===== src/rtl/utf8d_pkg.sv =====
// ----------------------------------------------------------------------------
// utf8d_pkg
// Shared types and constants for the UTF-8 stream decoder.
// ----------------------------------------------------------------------------
package utf8d_pkg;

    localparam int CP_W    = 21;
    localparam int LEN_W   = 3;
    localparam int QDEPTH  = 2;
    localparam int QAW     = $clog2(QDEPTH);
    localparam int QCW     = $clog2(QDEPTH + 1);

    localparam logic [CP_W-1:0]  REPLACEMENT = 21'h00FFFD;
    localparam logic [CP_W-1:0]  MAX_SCALAR  = 21'h10FFFF;
    localparam logic [CP_W-1:0]  MIN_LEN2    = 21'h000080;
    localparam logic [CP_W-1:0]  MIN_LEN3    = 21'h000800;
    localparam logic [CP_W-1:0]  MIN_LEN4    = 21'h010000;
    localparam logic [CP_W-1:0]  SURR_LO     = 21'h00D800;
    localparam logic [CP_W-1:0]  SURR_HI     = 21'h00DFFF;

    localparam logic [LEN_W-1:0] LEN_NONE = 3'd0;
    localparam logic [LEN_W-1:0] LEN_1    = 3'd1;
    localparam logic [LEN_W-1:0] LEN_2    = 3'd2;
    localparam logic [LEN_W-1:0] LEN_3    = 3'd3;
    localparam logic [LEN_W-1:0] LEN_4    = 3'd4;

    typedef struct packed {
        logic [LEN_W-1:0] err_cnt;
        logic             good;
        logic [CP_W-1:0]  cp;
        logic [LEN_W-1:0] glen;
    } t_desc;

endpackage


===== src/rtl/utf8d_front.sv =====
// ----------------------------------------------------------------------------
// utf8d_front
// Tracks the pending sequence and turns each byte that gives a result into a result descriptor.
// ----------------------------------------------------------------------------
module utf8d_front
    import utf8d_pkg::*;
(
    input  logic        i_clk,
    input  logic        i_rst_n,
    input  logic        i_take,
    input  logic [7:0]  i_byte,
    input  logic        i_final,
    output logic        o_push,
    output t_desc       o_desc
);

    logic [LEN_W-1:0] r_exp, n_exp;
    logic [LEN_W-1:0] r_have, n_have;
    logic [CP_W-1:0]  r_acc, n_acc;

    logic             pending;
    logic             is_cont;
    logic [CP_W-1:0]  acc_next;
    logic [LEN_W-1:0] have_next;
    logic             val_ok;
    logic [LEN_W-1:0] lead_len;
    logic [CP_W-1:0]  lead_val;
    t_desc            desc;

    assign pending   = (r_exp != LEN_NONE);
    assign is_cont   = (i_byte[7:6] == 2'b10);
    assign acc_next  = {r_acc[CP_W-7:0], i_byte[5:0]};
    assign have_next = r_have + LEN_1;

    always_comb begin
        val_ok = 1'b1;
        if (r_exp == LEN_2 && acc_next < MIN_LEN2) val_ok = 1'b0;
        if (r_exp == LEN_3 && acc_next < MIN_LEN3) val_ok = 1'b0;
        if (r_exp == LEN_4 && acc_next < MIN_LEN4) val_ok = 1'b0;
        if (acc_next >= SURR_LO && acc_next <= SURR_HI) val_ok = 1'b0;
        if (acc_next > MAX_SCALAR) val_ok = 1'b0;
    end

    always_comb begin
        lead_len = LEN_NONE;
        lead_val = '0;
        if (i_byte[7:5] == 3'b110) begin
            lead_len = LEN_2;
            lead_val = {16'd0, i_byte[4:0]};
        end else if (i_byte[7:4] == 4'b1110) begin
            lead_len = LEN_3;
            lead_val = {17'd0, i_byte[3:0]};
        end else if (i_byte[7:3] == 5'b11110) begin
            lead_len = LEN_4;
            lead_val = {18'd0, i_byte[2:0]};
        end
    end

    always_comb begin
        n_exp        = r_exp;
        n_have       = r_have;
        n_acc        = r_acc;
        desc.err_cnt = LEN_NONE;
        desc.good    = 1'b0;
        desc.cp      = acc_next;
        desc.glen    = r_exp;
        if (pending && is_cont) begin
            if (have_next >= r_exp) begin
                if (val_ok) begin
                    desc.good = 1'b1;
                end else begin
                    desc.err_cnt = r_exp;
                end
                n_exp  = LEN_NONE;
                n_have = LEN_NONE;
                n_acc  = '0;
            end else if (i_final) begin
                desc.err_cnt = have_next;
                n_exp  = LEN_NONE;
                n_have = LEN_NONE;
                n_acc  = '0;
            end else begin
                n_have = have_next;
                n_acc  = acc_next;
            end
        end else begin
            desc.err_cnt = pending ? r_have : LEN_NONE;
            n_exp  = LEN_NONE;
            n_have = LEN_NONE;
            n_acc  = '0;
            if (!i_byte[7]) begin
                desc.good = 1'b1;
                desc.cp   = {13'd0, i_byte};
                desc.glen = LEN_1;
            end else if (lead_len != LEN_NONE && !i_final) begin
                n_exp  = lead_len;
                n_have = LEN_1;
                n_acc  = lead_val;
            end else begin
                desc.err_cnt = desc.err_cnt + LEN_1;
            end
        end
    end

    assign o_push = i_take && (desc.good || desc.err_cnt != LEN_NONE);
    assign o_desc = desc;

    always_ff @(posedge i_clk) begin
        if (!i_rst_n) begin
            r_exp  <= LEN_NONE;
            r_have <= LEN_NONE;
            r_acc  <= '0;
        end else if (i_take) begin
            r_exp  <= n_exp;
            r_have <= n_have;
            r_acc  <= n_acc;
        end
    end

endmodule


===== src/rtl/utf8d_queue.sv =====
// ----------------------------------------------------------------------------
// utf8d_queue
// Short descriptor queue between the classifier and the result emitter.
// ----------------------------------------------------------------------------
module utf8d_queue
    import utf8d_pkg::*;
(
    input  logic  i_clk,
    input  logic  i_rst_n,
    input  logic  i_push,
    input  t_desc i_desc,
    input  logic  i_pop,
    output logic  o_full,
    output logic  o_nonempty,
    output t_desc o_head
);

    t_desc            r_mem [QDEPTH];
    logic [QAW-1:0]   r_wptr;
    logic [QAW-1:0]   r_rptr;
    logic [QCW-1:0]   r_cnt;

    assign o_full     = (r_cnt == QCW'(QDEPTH));
    assign o_nonempty = (r_cnt != '0);
    assign o_head     = r_mem[r_rptr];

    always_ff @(posedge i_clk) begin
        if (i_push) begin
            r_mem[r_wptr] <= i_desc;
        end
    end

    always_ff @(posedge i_clk) begin
        if (!i_rst_n) begin
            r_wptr <= '0;
            r_rptr <= '0;
            r_cnt  <= '0;
        end else begin
            if (i_push) begin
                r_wptr <= (r_wptr == QAW'(QDEPTH - 1)) ? '0 : r_wptr + 1'b1;
            end
            if (i_pop) begin
                r_rptr <= (r_rptr == QAW'(QDEPTH - 1)) ? '0 : r_rptr + 1'b1;
            end
            if (i_push && !i_pop) begin
                r_cnt <= r_cnt + 1'b1;
            end else if (!i_push && i_pop) begin
                r_cnt <= r_cnt - 1'b1;
            end
        end
    end

endmodule


===== src/rtl/utf8d_back.sv =====
// ----------------------------------------------------------------------------
// utf8d_back
// Expands descriptors into output-register words, one per cycle unless stalled.
// ----------------------------------------------------------------------------
module utf8d_back
    import utf8d_pkg::*;
(
    input  logic             i_clk,
    input  logic             i_rst_n,
    input  logic             i_head_valid,
    input  t_desc            i_head,
    output logic             o_pop,
    output logic             o_out_valid,
    input  logic             i_out_ready,
    output logic [CP_W-1:0]  o_code_point,
    output logic             o_bad_seq,
    output logic [LEN_W-1:0] o_bytes_used,
    output logic             o_run_end
);

    logic [LEN_W-1:0] r_idx;
    logic             r_valid;
    logic [CP_W-1:0]  r_cp;
    logic             r_bad;
    logic [LEN_W-1:0] r_used;
    logic             r_end;

    logic             step;
    logic             is_err;
    logic             last;

    assign step   = i_head_valid && (!r_valid || i_out_ready);
    assign is_err = (r_idx < i_head.err_cnt);
    assign last   = is_err ? ((r_idx + LEN_1 == i_head.err_cnt) && !i_head.good) : 1'b1;
    assign o_pop  = step && last;

    always_ff @(posedge i_clk) begin
        if (!i_rst_n) begin
            r_valid <= 1'b0;
            r_idx   <= LEN_NONE;
        end else begin
            if (step) begin
                r_valid <= 1'b1;
                r_idx   <= last ? LEN_NONE : r_idx + LEN_1;
            end else if (i_out_ready) begin
                r_valid <= 1'b0;
            end
        end
    end

    always_ff @(posedge i_clk) begin
        if (step) begin
            r_cp   <= is_err ? REPLACEMENT : i_head.cp;
            r_bad  <= is_err;
            r_used <= is_err ? LEN_1 : i_head.glen;
            r_end  <= last;
        end
    end

    assign o_out_valid  = r_valid;
    assign o_code_point = r_cp;
    assign o_bad_seq    = r_bad;
    assign o_bytes_used = r_used;
    assign o_run_end    = r_end;

endmodule


===== src/rtl/utf8_stream_decoder.sv =====
// ----------------------------------------------------------------------------
// utf8_stream_decoder
// Streaming UTF-8 decoder with U+FFFD replacement of malformed sequences.
// ----------------------------------------------------------------------------
// Input channel: i_in_valid / o_in_ready carry one stream byte per word with
// i_in_byte and i_final_byte; i_final_byte flushes any pending sequence.
// Output channel: o_out_valid / i_out_ready carry one result per word:
// o_code_point, o_bad_seq, o_bytes_used and o_run_end, which marks the last
// result caused by one input byte. Bytes that only extend a pending sequence
// give no result.
// A result passes from its byte through the descriptor queue into the output
// register. Throughput: one byte per cycle while the receiver is ready and each
// byte gives at most one result; a byte giving more than one result keeps the
// single output register busy for each of them, and the two-entry descriptor
// queue absorbs the difference before o_in_ready drops.
// Reset clears the pending sequence, the queue and the output register.
// A stalled receiver holds the output word; the queue then fills and input
// is held off.
// ----------------------------------------------------------------------------
module utf8_stream_decoder
    import utf8d_pkg::*;
(
    input  logic             i_clk,
    input  logic             i_rst_n,
    input  logic             i_in_valid,
    output logic             o_in_ready,
    input  logic [7:0]       i_in_byte,
    input  logic             i_final_byte,
    output logic             o_out_valid,
    input  logic             i_out_ready,
    output logic [CP_W-1:0]  o_code_point,
    output logic             o_bad_seq,
    output logic [LEN_W-1:0] o_bytes_used,
    output logic             o_run_end
);

    logic  take;
    logic  push;
    t_desc desc;
    logic  q_full;
    logic  q_nonempty;
    t_desc q_head;
    logic  pop;

    assign o_in_ready = !q_full;
    assign take       = i_in_valid && !q_full;

    utf8d_front u_front (
        .i_clk   (i_clk),
        .i_rst_n (i_rst_n),
        .i_take  (take),
        .i_byte  (i_in_byte),
        .i_final (i_final_byte),
        .o_push  (push),
        .o_desc  (desc)
    );

    utf8d_queue u_queue (
        .i_clk      (i_clk),
        .i_rst_n    (i_rst_n),
        .i_push     (push),
        .i_desc     (desc),
        .i_pop      (pop),
        .o_full     (q_full),
        .o_nonempty (q_nonempty),
        .o_head     (q_head)
    );

    utf8d_back u_back (
        .i_clk        (i_clk),
        .i_rst_n      (i_rst_n),
        .i_head_valid (q_nonempty),
        .i_head       (q_head),
        .o_pop        (pop),
        .o_out_valid  (o_out_valid),
        .i_out_ready  (i_out_ready),
        .o_code_point (o_code_point),
        .o_bad_seq    (o_bad_seq),
        .o_bytes_used (o_bytes_used),
        .o_run_end    (o_run_end)
    );

endmodule


===== config.mk =====
export PLATFORM = sky130hd
export DESIGN_NAME = utf8_stream_decoder
export DESIGN_NICKNAME = d
export VERILOG_FILES = /design/src/rtl/utf8d_pkg.sv /design/src/rtl/utf8d_front.sv /design/src/rtl/utf8d_queue.sv /design/src/rtl/utf8d_back.sv /design/src/rtl/utf8_stream_decoder.sv
export SDC_FILE = /design/constraint.sdc
export NUM_CORES = 1
export LEC_CHECK = 0
export BUFFER_PORTS_ARGS = -buffer_cell sky130_fd_sc_hd__buf_2
export CORE_MARGIN = 2
export CORE_UTILIZATION = 50
export DETAILED_ROUTE_END_ITERATION = 16
export PLACE_DENSITY_LB_ADDON = 0.1
export SETUP_SLACK_MARGIN = 0.5
export SLEW_MARGIN = 15
export SYNTH_ARGS = -nofsm -noshare
export SYNTH_HDL_FRONTEND = slang
export SYNTH_HIERARCHICAL = 1
export SYNTH_SLANG_ARGS = --single-unit

===== constraint.sdc =====
create_clock -name i_clk -period 7.7 [get_ports i_clk]
set_clock_uncertainty 0.15 [all_clocks]
set_input_delay 1.54 -clock i_clk [delete_from_list [all_inputs] [get_ports i_clk]]
set_output_delay 1.54 -clock i_clk [all_outputs]
set_load 0.005 [all_outputs]

==> results_dict.tcl <==
set metrics [dict create \
    grt_pass1_wl_um 13400 \
    peakVddDrop_mv 0.203 \
    intPower_uw 1150 \
    yosys.area.top_type "edfxtp_1" \
    finalSetupTns_ns 0 \
    core.rowCount 36 \
    run_status "finished clean" \
    ys_types 58 \
    vias 2800 \
    grt_max_degree 30 \
    drive_gt1_share_pct 26.7 \
    worstPathRequired_ns 7.86 \
    grt_antenna_before_repair 0 \
    slowest_stage "o41a_1" \
    syn_avg_cell_area_um2 13.5 \
    cts_resized 0 \
    place_area_um2 5210 \
    synth-main-ff-cell "edfxtp_1" \
    worstPathArrival_ns 4.21 \
    regArea_um2 3060 \
    die_y_um 103 \
    pwr-share-comb_pct 27.4 \
    async_reset_ff_share_pct 0 \
    initial_core_util_pct 50.9 \
    design_area_um2 5400 \
    finalCritPeriodShare_pct 52.6 \
    dp_hpwl_um 5460 \
    fillers 776 \
    first_global_vias 2689 \
    rsz0062_at_grt "false" \
    hold_viol_final 0 \
    ys_ff_latch 112 \
    post_synth_inst_count 366 \
    slew_violations 0 \
    cts.reportedPaths.clkPinSlew_ns 0.10 \
    ff2ff_setup_slack_ns 4.06 \
    clk_latency_ns 0.37 \
    post_cts_buffers 0 \
    core-area_um2 9680 \
    clkPwrFrac_pct 21.4 \
    first_pass_iters 4 \
    seq_power_share_pct 51.2 \
    place_ws_ns 3.32 \
    start_kind "input port" \
    place.port_buffers 40 \
    root_buffer "clkbuf_8" \
    cp_max_fo 8 \
    drc 0 \
    max_freq_mhz 247 \
    ios 41 \
    wl_um 8090 \
    p_leak_uw 0.00196 \
    finalWorstSetupSlack_ns 3.65 \
    yosysMostFrequentCell "edfxtp_1" \
    drv_cap 0 \
    multi_input_area_um2 1690 \
    seq_area_frac_synth_pct 62.2 \
    synthTopCellsByCount "edfxtp_1, dfxtp_1, and2_1" \
    max_stage_delay_ns 0.46 \
    drtAntennaViolNets 0 \
    crit_chain "buf_2 > and3_1 > o31ai_2 > or3_1 > o31ai_1 > a311o_1 > o41a_1 > ha_1 > or3_1 > a21boi_1" \
    relSlewSlack_pct 32.7 \
    place_congestion 0.878 \
    period_needed_ns 4.05 \
    drt_iter0_drc 137 \
    p_sw_uw 475 \
    synth_edf_count 82 \
    holdWs_ns 0.361 \
    layout-area-overhead-vs-synth_pct 9.70 \
    cts.sinks 112 \
    syn_area_um2 4930 \
    fin_nets 427 \
    path_common_cell "or3_1" \
    antenna_cells 0 \
    sw_frac_of_total_pct 29.2 \
    cts_max_path_buffers 2 \
    die-area_um2 10700 \
    globalRouteOverflowTotal 0 \
    track_usage_pct 16.9 \
    vias_per_cell 5.17 \
    setup_violations 0 \
    ctsHoldBuffers 0 \
    wire_per_inst_um 14.9 \
    p_per_area_nw_per_um2 301 \
    worst_setup_path_end_kind "flip-flop" \
    criticalPathCategory "in2reg" \
    h-tree-depth 3 \
    synth.area.top_cells "edfxtp_1, dfxtp_1, mux2_2" \
    tightest_slew_ns 1.01 \
    hold_path.class "reg2reg" \
    yosys_warnings 6 \
    die_x_um 103 \
    yosysTopAreaCellShare_pct 50.0 \
    cts_made_buffers 9 \
    cts_tree "yes" \
    synth_fp_nets 389 \
    final_util_pct 55.8 \
]
==> area by class of cell <==
| cell class | count | area share (%) |
|---|---|---|
| clock inverters | 5 | 1.04 |
| clock buffers | 11 | 2.62 |
| flip-flops and latches | 112 | 56.7 |
| inverters | 15 | 1.04 |
| multi-input cells | 222 | 31.3 |
| repair buffers | 44 | 4.26 |
| well taps | 133 | 3.08 |
==> metrics by stage <==
step	std cells	total power, uW
after detailed placement	526	1300
after global routing	542	1740
after global placement	526	1300
after floorplan	366	1180
after CTS	542	1650
final	542	1630
==> metal layers <==
metal | vias up | track usage (%) | share of wire, %
met5 | - | 0 | 0
met4 | 0 | 5.16 | 0.54
met3 | 4 | 4.91 | 3.9
met2 | 55 | 26.3 | 47
met1 | 1354 | 23.2 | 49
li1 | 1387 | - | -
==> cells by family after synthesis <==
group | Yosys count | share of synthesized area [%]
mux | 42 | 9.25
simple gates | 120 | 13.8
fa+ha+maj | 10 | 2.54
buf+inv | 32 | 3.56
flops | 112 | 62.2
xor+xnor | 9 | 1.88
compound gates | 41 | 6.83
==> registers in the layout, summed over array words and instances, names as in the netlist, named ones only <==
signal,cells
u_back/o_bad_seq,1
u_back/o_bytes_used,3
u_back/o_code_point,21
u_back/o_out_valid,1
u_back/o_run_end,1
u_back/r_idx,3
u_front/r_acc,15
u_front/r_exp,3
u_front/r_have,3
u_queue/r_cnt,2
u_queue/r_mem,56
u_queue/r_rptr,1
u_queue/r_wptr,1
==> power by group through the flow <==
stage | Sequential, uW | Combinational [uW] | Clock, uW
2_1_floorplan | 852 | 328 | 0
3_5_place_dp | 848 | 456 | 0
6_report | 833 | 447 | 348
4_1_cts | 835 | 459 | 358
3_3_place_gp | 846 | 450 | 0
5_1_grt | 849 | 505 | 387
==> worst paths after layout <==
kind,start,end,cells after the start
max,i_in_byte[5],u_queue/r_cnt[1],10
min,u_queue/r_cnt[1],u_queue/r_cnt[1],2
max reg2reg,flip-flop,u_queue/r_cnt[1],12
min reg2reg,u_queue/r_cnt[1],u_queue/r_cnt[1],2
==> worst max-delay path, delay by kind of cell <==
kind	cells	cell delay (ns)
compound gates	5	1.42
simple gates	3	0.74
fa+ha+maj	1	0.35
buf+inv	1	0.14
==> cell usage in the layout (no fill, tap or decap), types with 5 or more instances in the layout <==
| master | n |
|---|---|
| nor3_1 | 5 |
| a21oi_1 | 6 |
| dfxtp_1 | 30 |
| clkbuf_8 | 10 |
| nand2b_1 | 18 |
| xor2_1 | 6 |
| mux2_2 | 28 |
| mux2i_1 | 14 |
| inv_1 | 13 |
| nand2_1 | 20 |
| ha_1 | 10 |
| nor2_1 | 15 |
| nor2b_1 | 8 |
| and2_1 | 29 |
| o21ai_0 | 5 |
| buf_2 | 40 |
| edfxtp_1 | 82 |
Note: power is estimated with default switching activity, not from simulation.
